[src/design/ladder_key_debounce_long_press_macros.svh]
// ---------------------------------------------------------------------------
// Assertion macros for the ladder key debouncer
// Concurrent checks that vanish when the design is built for synthesis.
// ---------------------------------------------------------------------------
`ifndef LADDER_KEY_DEBOUNCE_LONG_PRESS_MACROS_SVH
`define LADDER_KEY_DEBOUNCE_LONG_PRESS_MACROS_SVH

`ifndef SYNTHESIS
`define LKD_ASSERT_IMP(lbl, clk, rstn, ante, cons) \
  lbl: assert property (@(posedge clk) disable iff (!rstn) (ante) |-> (cons)) \
    else $error("ladder key debouncer: assertion failed");
`define LKD_ASSERT_NXT(lbl, clk, rstn, ante, cons) \
  lbl: assert property (@(posedge clk) disable iff (!rstn) (ante) |=> (cons)) \
    else $error("ladder key debouncer: assertion failed");
`else
`define LKD_ASSERT_IMP(lbl, clk, rstn, ante, cons)
`define LKD_ASSERT_NXT(lbl, clk, rstn, ante, cons)
`endif

`endif

[src/design/lkd_pkg.sv]
// ---------------------------------------------------------------------------
// Ladder key debouncer package
// Key and event codes, limits and the result record shared by the modules.
// ---------------------------------------------------------------------------
package lkd_pkg;

  localparam int ADC_BITS        = 12;
  localparam int REPEAT_INTERVAL = 10;
  localparam int WINDOW_W        = 24;
  localparam int LIMIT_W         = 7;
  localparam int NUM_WINDOWS     = 6;
  localparam int NUM_REGS        = 8;

  localparam logic [LIMIT_W-1:0] SHORT_LIMIT_RST = 7'd50;
  localparam logic [LIMIT_W-1:0] LONG_LIMIT_RST  = 7'd100;

  localparam logic [2:0] REG_SHORT_LIMIT = 3'd6;
  localparam logic [2:0] REG_LONG_LIMIT  = 3'd7;

  localparam logic [3:0] KEY_NONE  = 4'd0;
  localparam logic [3:0] KEY_ONE   = 4'd1;
  localparam logic [3:0] KEY_FOUR  = 4'd4;
  localparam logic [3:0] KEY_MODE  = 4'd5;
  localparam logic [3:0] KEY_SIX   = 4'd6;
  localparam logic [3:0] KEY_SEVEN = 4'd7;
  localparam logic [3:0] KEY_EIGHT = 4'd8;

  localparam logic [2:0] EV_NONE   = 3'd0;
  localparam logic [2:0] EV_PRESS  = 3'd1;
  localparam logic [2:0] EV_SHORT  = 3'd2;
  localparam logic [2:0] EV_LONG   = 3'd3;
  localparam logic [2:0] EV_REPEAT = 3'd4;

  typedef struct packed {
    logic [LIMIT_W-1:0] short_limit;
    logic [LIMIT_W-1:0] long_limit;
  } limits_t;

  typedef struct packed {
    logic [3:0] decoded_key;
    logic [2:0] event_kind;
    logic [3:0] event_key;
  } result_t;

endpackage

[src/design/ladder_key_debounce_long_press.sv]
// ---------------------------------------------------------------------------
// Ladder key debouncer with long press and auto-repeat
// Path: an accepted input is held in the input register; its result is registered when the output can take it.
// Throughput: one transaction per cycle while the output is not stalled, set by the input and result registers.
// Reset: synchronous; windows clear, limits load 50 and 100, debouncer idles.
// ---------------------------------------------------------------------------
`include "ladder_key_debounce_long_press_macros.svh"

module ladder_key_debounce_long_press #(
  parameter int ADC_BITS = lkd_pkg::ADC_BITS
) (
  input  logic                                 clk,
  input  logic                                 rst_n,
  // adc_sample, pilot_pin, power_pin, zero padding
  input  logic [((ADC_BITS + 9) / 8) * 8 - 1:0] in_tdata,
  input  logic                                 in_tvalid,
  output logic                                 in_tready,
  // decoded_key, event_key
  output logic [7:0]                           out_tdata,
  // event_kind
  output logic [2:0]                           out_tuser,
  output logic                                 out_tvalid,
  input  logic                                 out_tready,
  input  logic                                 cfg_wr_en,
  input  logic [2:0]                           cfg_index,
  input  logic [lkd_pkg::WINDOW_W-1:0]         cfg_wdata
);

  logic [lkd_pkg::NUM_WINDOWS-1:0][lkd_pkg::WINDOW_W-1:0] window_r;
  lkd_pkg::limits_t    limits_r;
  logic                s1_valid_r;
  logic [ADC_BITS-1:0] s1_adc_r;
  logic                s1_pilot_r;
  logic                s1_power_r;
  logic                out_valid_r;
  lkd_pkg::result_t    out_res_r;
  lkd_pkg::result_t    res;
  logic [3:0]          key;
  logic                advance;
  logic                in_accept;

  assign advance   = s1_valid_r && (!out_valid_r || out_tready);
  assign in_tready = !s1_valid_r || advance;
  assign in_accept = in_tvalid && in_tready;

  always_ff @(posedge clk) begin
    if (!rst_n) begin
      window_r             <= '0;
      limits_r.short_limit <= lkd_pkg::SHORT_LIMIT_RST;
      limits_r.long_limit  <= lkd_pkg::LONG_LIMIT_RST;
    end else if (cfg_wr_en) begin
      unique case (cfg_index)
        lkd_pkg::REG_SHORT_LIMIT: limits_r.short_limit <= cfg_wdata[lkd_pkg::LIMIT_W-1:0];
        lkd_pkg::REG_LONG_LIMIT:  limits_r.long_limit  <= cfg_wdata[lkd_pkg::LIMIT_W-1:0];
        default:                  window_r[cfg_index]  <= cfg_wdata;
      endcase
    end
  end

  always_ff @(posedge clk) begin
    if (!rst_n) begin
      s1_valid_r  <= 1'b0;
      out_valid_r <= 1'b0;
    end else begin
      if (in_accept) begin
        s1_valid_r <= 1'b1;
      end else if (advance) begin
        s1_valid_r <= 1'b0;
      end
      if (advance) begin
        out_valid_r <= 1'b1;
      end else if (out_tready) begin
        out_valid_r <= 1'b0;
      end
    end
  end

  always_ff @(posedge clk) begin
    if (in_accept) begin
      s1_adc_r   <= in_tdata[ADC_BITS-1:0];
      s1_pilot_r <= in_tdata[ADC_BITS];
      s1_power_r <= in_tdata[ADC_BITS+1];
    end
    if (advance) begin
      out_res_r <= res;
    end
  end

  lkd_decoder #(
    .ADC_BITS (ADC_BITS)
  ) u_decoder (
    .adc_sample (s1_adc_r),
    .pilot_pin  (s1_pilot_r),
    .power_pin  (s1_power_r),
    .windows    (window_r),
    .key        (key)
  );

  lkd_fsm u_fsm (
    .clk     (clk),
    .rst_n   (rst_n),
    .step_en (advance),
    .key     (key),
    .limits  (limits_r),
    .res     (res)
  );

  assign out_tvalid = out_valid_r;
  assign out_tdata  = {out_res_r.event_key, out_res_r.decoded_key};
  assign out_tuser  = out_res_r.event_kind;

  `LKD_ASSERT_IMP(a_no_event_no_key, clk, rst_n,
    out_tvalid && out_tuser == lkd_pkg::EV_NONE, out_tdata[7:4] == lkd_pkg::KEY_NONE)
  `LKD_ASSERT_IMP(a_press_own_key, clk, rst_n,
    out_tvalid && out_tuser == lkd_pkg::EV_PRESS, out_tdata[7:4] == out_tdata[3:0])
  `LKD_ASSERT_IMP(a_stall_blocks_input, clk, rst_n,
    s1_valid_r && out_valid_r && !out_tready, !in_tready)
  `LKD_ASSERT_NXT(a_advance_fills_output, clk, rst_n, advance, out_tvalid)

endmodule

[src/design/lkd_decoder.sv]
// ---------------------------------------------------------------------------
// Ladder key decoder
// Matches the sample against six windows in priority order, then the pins.
// ---------------------------------------------------------------------------
module lkd_decoder #(
  parameter int ADC_BITS = lkd_pkg::ADC_BITS
) (
  input  logic [ADC_BITS-1:0]                                    adc_sample,
  input  logic                                                   pilot_pin,
  input  logic                                                   power_pin,
  input  logic [lkd_pkg::NUM_WINDOWS-1:0][lkd_pkg::WINDOW_W-1:0] windows,
  output logic [3:0]                                             key
);

  localparam int EXT_W = (2 * ADC_BITS > lkd_pkg::WINDOW_W) ? 2 * ADC_BITS
                                                              : lkd_pkg::WINDOW_W;

  logic [EXT_W-1:0]    w_ext [lkd_pkg::NUM_WINDOWS];
  logic [ADC_BITS-1:0] lo    [lkd_pkg::NUM_WINDOWS];
  logic [ADC_BITS-1:0] hi    [lkd_pkg::NUM_WINDOWS];

  always_comb begin
    for (int n = 0; n < lkd_pkg::NUM_WINDOWS; n++) begin
      w_ext[n] = EXT_W'(windows[n]);
      lo[n]    = w_ext[n][ADC_BITS-1:0];
      hi[n]    = w_ext[n][2*ADC_BITS-1:ADC_BITS];
    end
  end

  always_comb begin
    if (!pilot_pin) begin
      key = lkd_pkg::KEY_SEVEN;
    end else if (power_pin) begin
      key = lkd_pkg::KEY_EIGHT;
    end else begin
      key = lkd_pkg::KEY_NONE;
    end
    // Walk downwards so that the lowest matching window wins.
    for (int n = lkd_pkg::NUM_WINDOWS - 1; n >= 0; n--) begin
      if (adc_sample > lo[n] && adc_sample < hi[n]) begin
        key = 4'(n + 1);
      end
    end
  end

endmodule

[src/design/lkd_fsm.sv]
// ---------------------------------------------------------------------------
// Debounce and event state machine
// Tracks the held key, counts hold and repeat ticks and forms one event.
// ---------------------------------------------------------------------------
module lkd_fsm (
  input  logic             clk,
  input  logic             rst_n,
  input  logic             step_en,
  input  logic [3:0]       key,
  input  lkd_pkg::limits_t limits,
  output lkd_pkg::result_t res
);

  typedef enum logic [1:0] {
    PH_IDLE,
    PH_DOWN,
    PH_SURE,
    PH_WAIT
  } phase_t;

  phase_t     phase_r, phase_nxt;
  logic [3:0] prev_key_r;
  logic [lkd_pkg::LIMIT_W-1:0] hold_r, hold_nxt;
  logic [3:0] rep_r, rep_nxt;
  logic       short_seen_r, short_seen_nxt;
  logic       long_seen_r, long_seen_nxt;
  logic       rel_pend_r, rel_pend_nxt;
  logic [3:0] latched_r, latched_nxt;
  logic [2:0] kind;
  logic [3:0] ekey;
  logic [4:0] rep_cnt;
  logic       stay;

  function automatic logic is_arrow(input logic [3:0] k);
    return (k >= lkd_pkg::KEY_ONE) && (k <= lkd_pkg::KEY_FOUR);
  endfunction

  function automatic logic has_long(input logic [3:0] k);
    return is_arrow(k) || (k == lkd_pkg::KEY_SIX) || (k == lkd_pkg::KEY_EIGHT);
  endfunction

  always_comb begin
    phase_nxt      = phase_r;
    hold_nxt       = hold_r;
    rep_nxt        = rep_r;
    short_seen_nxt = short_seen_r;
    long_seen_nxt  = long_seen_r;
    rel_pend_nxt   = rel_pend_r;
    latched_nxt    = latched_r;
    kind           = lkd_pkg::EV_NONE;
    ekey           = lkd_pkg::KEY_NONE;
    rep_cnt        = {1'b0, rep_r} + 5'd1;
    stay           = 1'b0;

    unique case (phase_r)
      PH_IDLE: begin
        hold_nxt = '0;
        if (key != lkd_pkg::KEY_NONE) begin
          phase_nxt = PH_DOWN;
        end
      end
      PH_DOWN: begin
        phase_nxt = (key == prev_key_r) ? PH_SURE : PH_IDLE;
      end
      PH_SURE: begin
        if (key == prev_key_r) begin
          if (is_arrow(key)) begin
            stay = hold_r < limits.short_limit;
          end else if (key == lkd_pkg::KEY_SIX || key == lkd_pkg::KEY_EIGHT) begin
            stay = hold_r < limits.long_limit;
          end
          if (stay) begin
            hold_nxt = hold_r + lkd_pkg::LIMIT_W'(1);
          end else begin
            phase_nxt = PH_WAIT;
          end
        end else begin
          phase_nxt = PH_IDLE;
        end
      end
      PH_WAIT: begin
        if (key != prev_key_r) begin
          phase_nxt = PH_IDLE;
        end
      end
      default: phase_nxt = PH_IDLE;
    endcase

    unique case (phase_nxt)
      PH_SURE: begin
        if (key == lkd_pkg::KEY_MODE || key == lkd_pkg::KEY_SEVEN) begin
          kind = lkd_pkg::EV_PRESS;
          ekey = key;
        end
        if (!short_seen_r) begin
          short_seen_nxt = 1'b1;
          rel_pend_nxt   = 1'b1;
          latched_nxt    = key;
        end
      end
      PH_IDLE: begin
        short_seen_nxt = 1'b0;
        long_seen_nxt  = 1'b0;
        rep_nxt        = '0;
        if (rel_pend_r) begin
          rel_pend_nxt = 1'b0;
          latched_nxt  = lkd_pkg::KEY_NONE;
          if (has_long(latched_r)) begin
            kind = lkd_pkg::EV_SHORT;
            ekey = latched_r;
          end
        end
      end
      PH_WAIT: begin
        if (!long_seen_r) begin
          long_seen_nxt = 1'b1;
          rel_pend_nxt  = 1'b0;
          if (has_long(key)) begin
            kind = lkd_pkg::EV_LONG;
            ekey = key;
          end
        end
        if (rep_cnt > 5'(lkd_pkg::REPEAT_INTERVAL)) begin
          rep_nxt = '0;
          if (kind == lkd_pkg::EV_NONE && is_arrow(latched_r)) begin
            kind = lkd_pkg::EV_REPEAT;
            ekey = latched_r;
          end
        end else begin
          rep_nxt = rep_cnt[3:0];
        end
      end
      default: begin
      end
    endcase
  end

  assign res.decoded_key = key;
  assign res.event_kind  = kind;
  assign res.event_key   = ekey;

  always_ff @(posedge clk) begin
    if (!rst_n) begin
      phase_r      <= PH_IDLE;
      prev_key_r   <= lkd_pkg::KEY_NONE;
      hold_r       <= '0;
      rep_r        <= '0;
      short_seen_r <= 1'b0;
      long_seen_r  <= 1'b0;
      rel_pend_r   <= 1'b0;
      latched_r    <= lkd_pkg::KEY_NONE;
    end else if (step_en) begin
      phase_r      <= phase_nxt;
      prev_key_r   <= key;
      hold_r       <= hold_nxt;
      rep_r        <= rep_nxt;
      short_seen_r <= short_seen_nxt;
      long_seen_r  <= long_seen_nxt;
      rel_pend_r   <= rel_pend_nxt;
      latched_r    <= latched_nxt;
    end
  end

endmodule
[config.mk]
export PLATFORM = sky130hd
export DESIGN_NAME = ladder_key_debounce_long_press
export DESIGN_NICKNAME = d
export VERILOG_FILES = /design/src/design/lkd_pkg.sv /design/src/design/ladder_key_debounce_long_press.sv /design/src/design/lkd_decoder.sv /design/src/design/lkd_fsm.sv
export VERILOG_INCLUDE_DIRS = /design/src /design/src/design
export SDC_FILE = /design/constraint.sdc
export NUM_CORES = 1
export LEC_CHECK = 0
export ABC_AREA = 1
export BUFFER_PORTS_ARGS = -buffer_cell sky130_fd_sc_hd__buf_2
export CORE_MARGIN = 5
export CORE_UTILIZATION = 60
export DETAILED_ROUTE_END_ITERATION = 10
export PLACE_DENSITY = 0.84
export SETUP_SLACK_MARGIN = 0.15
export SLEW_MARGIN = 15
export SYNTH_ARGS = -nofsm -noshare
export SYNTH_HDL_FRONTEND = slang
export SYNTH_SLANG_ARGS = --single-unit
[constraint.sdc]
create_clock -name clk -period 4.5 [get_ports clk]
set_clock_uncertainty 0.15 [all_clocks]
set_input_delay 0 -clock clk [delete_from_list [all_inputs] [get_ports clk]]
set_output_delay 0 -clock clk [all_outputs]
set_load 0.02 [all_outputs]
# Word level (Yosys, flattened, before mapping)
# Index checks and enable logic that the tools add are counted.
# op_classes
n_addsub	2
order_cmp	21
n_eq_ne	20
mux	55
n_bitwise	1
reduce_logical	41
# op_table
op	count
$bwmux W144	1
$demux W24 S3	1
$gt A12 B12 Y1	6
$lt A12 B12 Y1	6
$mux W4	18
$mux W24	1
$eq A4 B3 Y1 const B	4
$pmux W4 S2	2
$mux W3	5
$lt A7 B7 Y1	2
$mux W2	7
$mux W7	2
$pmux W7 S2	1
$logic_and A1 B1 Y1	12
$pmux W4 S3	1
$reduce_and A4 Y1	3
$mux W1	11
$reduce_and A2 Y1	5
$reduce_bool A2 Y1	5
$pmux W3 S3	1
$eq A2 B2 Y1 const B	4
$eq A4 B4 Y1 const B	2
$ge A4 B1 Y1 const B	2
$le A4 B3 Y1 const B	2
22 further kinds	36
# word_totals
ff_bits	209
out_inout_bits	13
elab_cells	164

# Depth between registers and ports, before layout
# Gate-level depths: netlist (run 1).
# logic_depth
depth_word	24
ltp_mapped	31
mapped_depth_nobuf	31

# Hierarchy
# Synthesis (run 1) repeated with hierarchy kept, for this count alone.
# hier_totals
cells_unflattened	1838
hier_area_um2	12779.8
# modules_own_cells
module	n_inst	cells_each	area_each_um2	seq_area_each_um2
ladder_key_debounce_long_press	1	932	7103.1	3953.8
lkd_decoder	1	603	3739.8	0.0
lkd_fsm	1	303	1936.9	480.5

# Worst setup path after synthesis (run 1)
# Ideal clock, no wire load.
# synth_path
path_type	register -> register
start	reg s1_adc_r[11]
end	reg u_fsm.rep_r[1]
setup_time_ps	72
t_arrival_ps	3420
t_required_ps	4278
path_slack_ps	858
stages_incl_launch_ff	26
path_buffers	0
cell_sequence	edfxtp_1 -> ha_1 -> nand2_1 -> nor2_2 -> and2_1 -> nand2_1 -> nand3_1 -> nand2_1 -> nor2_4 -> nor2_8 -> nand2_4 -> nand2_4 -> nand2_1 -> nand2_1 -> nor2_2 -> nand3_2 -> nor2_1 -> nand2_2 -> nand2_1 -> inv_2 -> ha_1 -> nand2_1 -> nor2_1 -> nand2_1 -> or2_2 -> a21oi_1
# synth_via
elab_chain_cells	20
elab_cells_between_ends	48
classes_between	14 x order compare; 5 x eq/ne; 17 x mux; 12 x reduce/logical
# synth_rtl
element	line_no	rtl
start: declaration	ladder_key_debounce_long_press.sv:32	logic [ADC_BITS-1:0] s1_adc_r;
start signal: assignment	ladder_key_debounce_long_press.sv:80	s1_adc_r <= in_tdata[ADC_BITS-1:0];
$gt A12 B12 Y1 or $lt A12 B12 Y1 (tied branches)	lkd_decoder.sv:40	if (adc_sample > lo[n] && adc_sample < hi[n]) begin
$logic_and A1 B1 Y1	lkd_decoder.sv:40	
$mux W4 (5 in series)	lkd_decoder.sv:40	
$mux W4 (*)	lkd_decoder.sv:40	
branches (longest 8 deep; another with $ge A4 B1 Y1)	--	
$pmux W2 S4 (*)	lkd_fsm.sv:55	unique case (phase_r)
via u_fsm.phase_nxt[0]	lkd_fsm.sv:21	phase_t phase_r, phase_nxt;
$eq A2 B2 Y1 or $logic_not A2 Y1 (tied branches)	lkd_fsm.sv:89	unique case (phase_nxt)
$reduce_bool A2 Y1 (no line)	--	
$reduce_and A2 Y1 (no line)	--	
end signal: assignment	lkd_fsm.sv:156	rep_r <= rep_nxt;
end: declaration	lkd_fsm.sv:24	logic [3:0] rep_r, rep_nxt;
# Mark *: on every way through the listed nets, which the timed path passes. The select of a mux whose other input is x is not followed.
# A chain may end at the register's enable or synchronous reset.

# Worst setup path after layout (run 1)
# layout_path
start	reg s1_adc_r[10]
end	reg u_fsm.rep_r[1]
# layout_via
elab_chain_cells	20
elab_cells_between_ends	48
classes_between	14 x order compare; 5 x eq/ne; 17 x mux; 12 x reduce/logical
# layout_rtl
element	line_no	rtl
$gt A12 B12 Y1 or $lt A12 B12 Y1 (tied branches)	lkd_decoder.sv:40	
$logic_and A1 B1 Y1	lkd_decoder.sv:40	
$mux W4 (5 in series)	lkd_decoder.sv:40	
$mux W4 (*)	lkd_decoder.sv:40	
via key[2]	ladder_key_debounce_long_press.sv:38	logic [3:0] key;
branches (longest 8 deep; another with $ge A4 B1 Y1)	--	
$pmux W2 S4 (*)	lkd_fsm.sv:55	
via u_fsm.phase_nxt[0]	lkd_fsm.sv:21	
$eq A2 B2 Y1 or $logic_not A2 Y1 (tied branches)	lkd_fsm.sv:89	
$reduce_bool A2 Y1 (no line)	--	
$reduce_and A2 Y1 (no line)	--	
# Marks and branches as above.

==> results of run 1 <==
==> area by class of cell <==
class	count	area, um2	area share (%)
clock inverters	3	15.0	0.109
flip-flops and latches	209	4430	32.3
multi-input cells	1012	6160	44.9
repair buffers	144	1160	8.44
clock buffers	35	661	4.81
diodes	1	2.50	0.0182
inverters	256	963	7.02
well taps	265	332	2.42
==> through the flow <==
step | worst slack [ns] | hold WS [ns] | total power (W) | util, %
6_report | 0.326 | 0.0626 | 0.00452 | 71.0
3_5_place_dp | 0.0665 | 0.0281 | 0.00273 | 63.2
3_3_place_gp | 0.171 | 0.0268 | 0.00270 | 63.2
4_1_cts | 0.168 | 0.0423 | 0.00449 | 70.1
5_1_grt | 0.0802 | 0.0583 | 0.00473 | 71.0
2_1_floorplan | 0.858 | -0.0511 | 0.00253 | -
==> logic make-up (layout without fill, tap and decap cells) <==
logic type,count (synthesis),count (layout),share of synthesized area (%)
adder cells (fa/ha/maj),159,159,17.0
AND/OR/NAND/NOR,422,422,15.9
AO/OA/AOI/OAI,426,426,18.9
other,0,1,0
buffers and inverters,303,438,9.84
flip-flops,209,209,37.9
XOR/XNOR,5,5,0.375
==> layer usage <==
metal,track usage (%),wire (um),up-vias
met5,0,0,-
li1,-,-,5262
met2,44.4,14200,416
met4,13.6,1400,0
met1,35.2,13000,4879
met3,3.57,2180,110
==> worst paths after layout <==
kind	start	endpoint	depth (start not counted)
setup reg to reg	s1_adc_r[10]	u_fsm.rep_r[1]	24
hold / removal	in_tdata[3]	s1_adc_r[3]	2
hold reg to reg	window_r[74]	window_r[74]	2
setup / recovery	s1_adc_r[10]	u_fsm.rep_r[1]	24
==> registers in the layout (all words and copies together) (netlist names), 2 cells and up <==
name              cells
limits_r             14
s1_adc_r             12
u_fsm.hold_r          7
u_fsm.prev_key_r      4
out_tdata             8
window_r            144
out_tuser             3
u_fsm.phase_r         2
u_fsm.rep_r           4
u_fsm.latched_r       4
==> layout by cell type, fill, tap and decap left out, types with 3 or more instances in the layout <==
master	instances
clkbuf_16	23
o21bai_1	4
nor2_1	89
o21ai_1	4
buf_12	6
buf_2	57
nand3_2	8
dlygate4sd3_1	55
o21ai_0	171
a31oi_1	3
nor2_2	10
nand4_1	12
clkinv_2	3
o211ai_1	4
nand2_2	13
a21oi_1	218
nor3_1	4
dfxtp_1	184
nor2_4	5
edfxtp_1	25
xor2_1	4
clkbuf_1	8
o21a_1	4
nand2_1	226
and2_1	3
a21oi_2	8
inv_1	241
buf_4	24
inv_2	8
clkbuf_8	4
ha_1	158
a21o_1	6
nand2_4	4
clkinv_1	6
nand3_1	43
==> cells in the mapped netlist, types with 3 or more instances <==
cell type	instances	share of area, %
nor2_2	7	0.37
nor3_1	4	0.17
o211ai_1	4	0.26
o21ai_1	4	0.17
clkinv_1	7	0.22
o21a_1	4	0.26
inv_2	8	0.26
a31oi_1	3	0.16
nor2_1	93	3.0
nand2_1	231	7.4
xor2_1	4	0.30
and2_1	3	0.16
nand3_1	44	1.9
ha_1	159	17
nand4_1	12	0.64
nand2_2	8	0.43
nor2_4	4	0.39
a21oi_2	5	0.37
nand2_4	4	0.39
inv_1	241	7.7
dfxtp_1	184	32
clkbuf_1	43	1.4
edfxtp_1	25	6.4
a21oi_1	221	9.5
nand3_2	7	0.60
o21ai_0	172	7.4
o21bai_1	4	0.26
a21o_1	6	0.39
==> where the power goes <==
group          leakage [nW]  switching, W  internal [W]
Sequential             1.74     0.0000305       0.00196
Clock                 0.333      0.000718       0.00100
Combinational          3.89      0.000512      0.000296
Total                  5.96       0.00126       0.00326
==> what timing repair did <==
action | CTS | global route
hold buffers | 55 | 0
buffers inserted | 6 | 11
resized for setup | 0 | 21
pin swaps | 0 | 2
endpoints found under the hold margin | 175 | 0
setup endpoints to repair | 6 | 14
==> worst max-delay path, cell delays in order (launching register included) <==
cell	delay [ns]
edfxtp_1	0.43
buf_4	0.16
buf_4	0.14
buf_4	0.13
ha_1	0.27
nand2_1	0.08
nor3_1	0.22
nand2_1	0.11
nand4_1	0.15
buf_6	0.19
nand3_2	0.15
inv_2	0.13
nand2_1	0.11
nand2_1	0.11
nand2_2	0.07
nand3_1	0.09
nand2_2	0.09
nand2_2	0.13
inv_4	0.06
ha_1	0.33
nand2_2	0.12
nor2_4	0.19
nand2_1	0.07
or2_2	0.29
a21oi_1	0.11
==> results.sh, run 1 <==
export IMPL_outcome="finished clean"
export IMPL_gp_congestion=0.880
export IMPL_crit_type="flip-flop to flip-flop"
export IMPL_seq_area_frac_synth_pct=37.9
export IMPL_grt_first_pass_wirelength_um=49400
export IMPL_critPathCaptureType="flip-flop"
export IMPL_area_growth_pct=17.5
export IMPL_drtPass1Iterations=8
export IMPL_io_buffer_count=58
export IMPL_insertion_delay_ns=0.50
export IMPL_fin_cells=1925
export IMPL_postRouteAntennaNets=0
export IMPL_drive_above_1_share_pct=10.9
export IMPL_initial_core_util_pct=60.4
export IMPL_reg2reg_slack_ns=0.33
export IMPL_worst_pin_slew_ns=0.867
export IMPL_required_ns=4.76
export IMPL_fin_area_um2=13700
export IMPL_final_setup_tns_ns=0
export IMPL_worst_setup_path_start_kind="flip-flop"
export IMPL_grt_usage_pct=27.1
export IMPL_grt_antenna_before_repair=1
export IMPL_clockBufferDepth=3
export IMPL_period_minus_slack_ns=4.17
export IMPL_rsz0062_at_grt="false"
export IMPL_hpwl_um=19800
export IMPL_clockRootBuffer="clkbuf_16"
export IMPL_fp_row_count=51
export IMPL_cp_arrival_ns=4.44
export IMPL_grt_max_degree=86
export IMPL_drt_initial_drc_count=827
export IMPL_p_leak_nw=5.96
export IMPL_fin_crit_sh_pct=92.8
export IMPL_cp_max_fo=11
export IMPL_synth_seq_cells=209
export IMPL_clkSlewWorstSetupHoldPaths_ns=0.06
export IMPL_power_density_nw_per_um2=329
export IMPL_synthArstFlopShare_pct=0
export IMPL_die_y_um=150
export IMPL_viasPerCell=5.54
export IMPL_wl_um=30800
export IMPL_fmax_mhz=240
export IMPL_hold_viol_final=0
export IMPL_synth_nets=1731
export IMPL_syn_area_um2=11700
export IMPL_nets=1853
export IMPL_ios=61
export IMPL_yosysUniqueCellTypes=41
export IMPL_setup_viol=0
export IMPL_grt_ovfl_total=0
export IMPL_slew_headroom_pct=42.1
export IMPL_drv_cap=0
export IMPL_drc=0
export IMPL_hold_class="input pin to flip-flop"
export IMPL_ys_flop_type="dfxtp_1"
export IMPL_synth_edf_count=25
export IMPL_ir_drop_v=0.000386
export IMPL_drv_slew=0
export IMPL_place_area_um2=12200
export IMPL_syn_avg_cell_area_um2=7.67
export IMPL_vias=10700
export IMPL_yosysWarnings=0
export IMPL_htreeDepth=1
export IMPL_cts_tree="built"
export IMPL_placeableCoreArea_um2=19300
export IMPL_cts_made_buffers=23
export IMPL_fp_dieArea_um2=22400
export IMPL_grt_pass1_vias=10400
export IMPL_wl_per_cell_um=16.0
export IMPL_syn_instance_count=1524
export IMPL_fillers=1389
export IMPL_clock_sinks=209
export IMPL_fp_dieW_um=150
export IMPL_placed_cells=1814
Power figures use the tool's default switching activity.
==> run 2: changes to the inputs <==
==> constraint.sdc (replaced) <==
create_clock -name clk -period 4.9 [get_ports clk]
set_clock_uncertainty 0.15 [all_clocks]
set_input_delay 0 -clock clk [delete_from_list [all_inputs] [get_ports clk]]
set_output_delay 0 -clock clk [all_outputs]
set_load 0.1 [all_outputs]
==> results.sh, run 2 (same netlist as run 1, synthesis figures left out) <==
export IMPL_outcome="finished clean"
export IMPL_cp_arrival_ns=4.72
export IMPL_final_setup_tns_ns=0
export IMPL_clock_sinks=209
export IMPL_cts_made_buffers=22
export IMPL_post_route_util_pct=70.9
export IMPL_regMostFlops="window_r"
export IMPL_cp_max_fo=11
export IMPL_insertion_delay_ns=0.51
export IMPL_drc=0
export IMPL_area_growth_pct=17.2
export IMPL_finalPower_w=0.00435
export IMPL_final_common_cell="inv_1"
export IMPL_fp_row_count=51
export IMPL_cts_tree="built"
export IMPL_share_comb_of_total_power_pct=17.3
export IMPL_cts_resized=0
export IMPL_p_sw_w=0.00122
export IMPL_placeableCoreArea_um2=19300
export IMPL_clkSlewWorstSetupHoldPaths_ns=0.06
export IMPL_largestRegisters="window_r x144, limits_r x14, s1_adc_r x12"
export IMPL_drive_above_1_share_pct=10.0
export IMPL_fin_crit_sh_pct=91.0
export IMPL_largest_register_ffs=144
export IMPL_hpwl_um=19500
export IMPL_io_buffer_count=58
export IMPL_nets=1844
export IMPL_clockRootBuffer="clkbuf_16"
export IMPL_gp_congestion=0.893
export IMPL_required_ns=5.16
export IMPL_critPathCaptureType="flip-flop"
export IMPL_internal_power_w=0.00313
export IMPL_hold_class="input pin to flip-flop"
export IMPL_wl_per_cell_um=15.9
export IMPL_drt_initial_drc_count=976
export IMPL_viasPerCell=5.49
export IMPL_hold_viol_final=0
export IMPL_rsz0062_at_grt="false"
export IMPL_period_minus_slack_ns=4.46
export IMPL_diodes=0
export IMPL_crit_type="flip-flop to flip-flop"
export IMPL_slew_headroom_pct=28.1
export IMPL_fp_dieW_um=150
export IMPL_p_leak_nw=5.97
export IMPL_initial_core_util_pct=60.4
export IMPL_worst_setup_path_start_kind="flip-flop"
export IMPL_power_density_nw_per_um2=317
export IMPL_grt_pass1_vias=10100
export IMPL_fmax_mhz=224
export IMPL_grt_usage_pct=26.9
export IMPL_drv_slew=0
export IMPL_fin_cells=1918
export IMPL_wl_um=30400
export IMPL_ir_drop_v=0.000277
export IMPL_grt_antenna_before_repair=2
export IMPL_postRouteAntennaNets=0
export IMPL_drtPass1Iterations=5
export IMPL_setup_viol=0
export IMPL_worst_hold_slack_ns=0.0622
export IMPL_clock_power_share_pct=40.6
export IMPL_htreeDepth=1
export IMPL_grt_max_degree=128
export IMPL_drv_cap=0
export IMPL_seqPwrFrac_pct=42.1
export IMPL_die_y_um=150
export IMPL_fp_dieArea_um2=22400
export IMPL_placed_cells=1806
export IMPL_worst_pin_slew_ns=1.08
export IMPL_clockBufferDepth=3
export IMPL_ios=61
export IMPL_switching_share_pct=28.0
export IMPL_vias=10500
export IMPL_grt_ovfl_total=0
export IMPL_grt_first_pass_wirelength_um=48800
export IMPL_final_cell_mix="241 x inv_1, 231 x nand2_1, 221 x a21oi_1"
## run 2: changes by cell type in the layout (fill, tap and decap cells not counted), sizes merged
cell / previous run / this run
buf: 89 / 82
bufinv: 0 / 1
clkbuf: 35 / 36
clkinv: 9 / 8
diode: 1 / 0
dlygate4sd3: 55 / 54
inv: 250 / 251
## run 2: power by group through the flow
stage	clock [W]	combinational (W)	sequential, W
6_report	0.00176	0.000753	0.00183
5_1_grt	0.00186	0.000840	0.00184
4_1_cts	0.00177	0.000691	0.00185
3_5_place_dp	0	0.000651	0.00189
3_3_place_gp	0	0.000621	0.00189
2_1_floorplan	0	0.000446	0.00191
## run 2: path summary, 6_finish.rpt
kind	start	to	slack (ns)	cells past startpoint
worst min-delay path	in_tdata[13]	s1_power_r	0.06	2
worst min register to register	window_r[33]	window_r[33]	0.31	2
worst max register to register	s1_adc_r[3]	u_fsm.rep_r[1]	0.44	22
worst max-delay path	s1_adc_r[3]	u_fsm.rep_r[1]	0.44	22
## run 2: timing repair
action / in CTS / in global routing
endpoints found under the hold margin: 186 / 0
hold buffers: 54 / 0
setup endpoints to repair: 0 / 4
setup buffers: 0 / 18
## run 2: cell type report
class | instances | area [um2]
clock buffer | 36 | 726
timing repair buffer | 136 | 1100
tap | 265 | 332
fill | 1390 | 5640
sequential | 209 | 4430
inverter | 256 | 961
multi-input combinational | 1012 | 6100
clock inverter | 4 | 45.0
## run 2: per-stage QoR
stage / setup slack (ns) / cell area [um2]
floorplan: 1.26 / 11700
global placement: 0.576 / 12200
detailed placement: 0.405 / 12200
CTS: 0.347 / 13500
global route: 0.134 / 13700
finish: 0.443 / 13700
## run 2: metal layers
metal	global-route usage [%]	share of wire [%]	up-vias	wire, um
li1	-	-	5242	-
met4	9.98	3.0	4	901
met5	0	0.053	-	16
met2	44.7	47	391	14200
met1	35.1	42	4818	12800
met3	4.85	8.3	82	2540
## run 2: critical path, cell delays in order (launching register included)
cell and delay (ns):
edfxtp_1 0.53, buf_4 0.24, ha_1 0.30, nand2_1 0.05
o21ai_0 0.30, nand2_1 0.16, nand4_1 0.12, buf_4 0.22
nand3_2 0.15, nand2_1 0.09, nand2_1 0.08, nor2_2 0.11
nand3_2 0.08, nor2_1 0.12, nand2_2 0.09, nand2_1 0.15
inv_2 0.08, ha_1 0.34, nand2_1 0.16, nor2_1 0.33
nand2_1 0.12, or2_2 0.29, a21oi_1 0.11
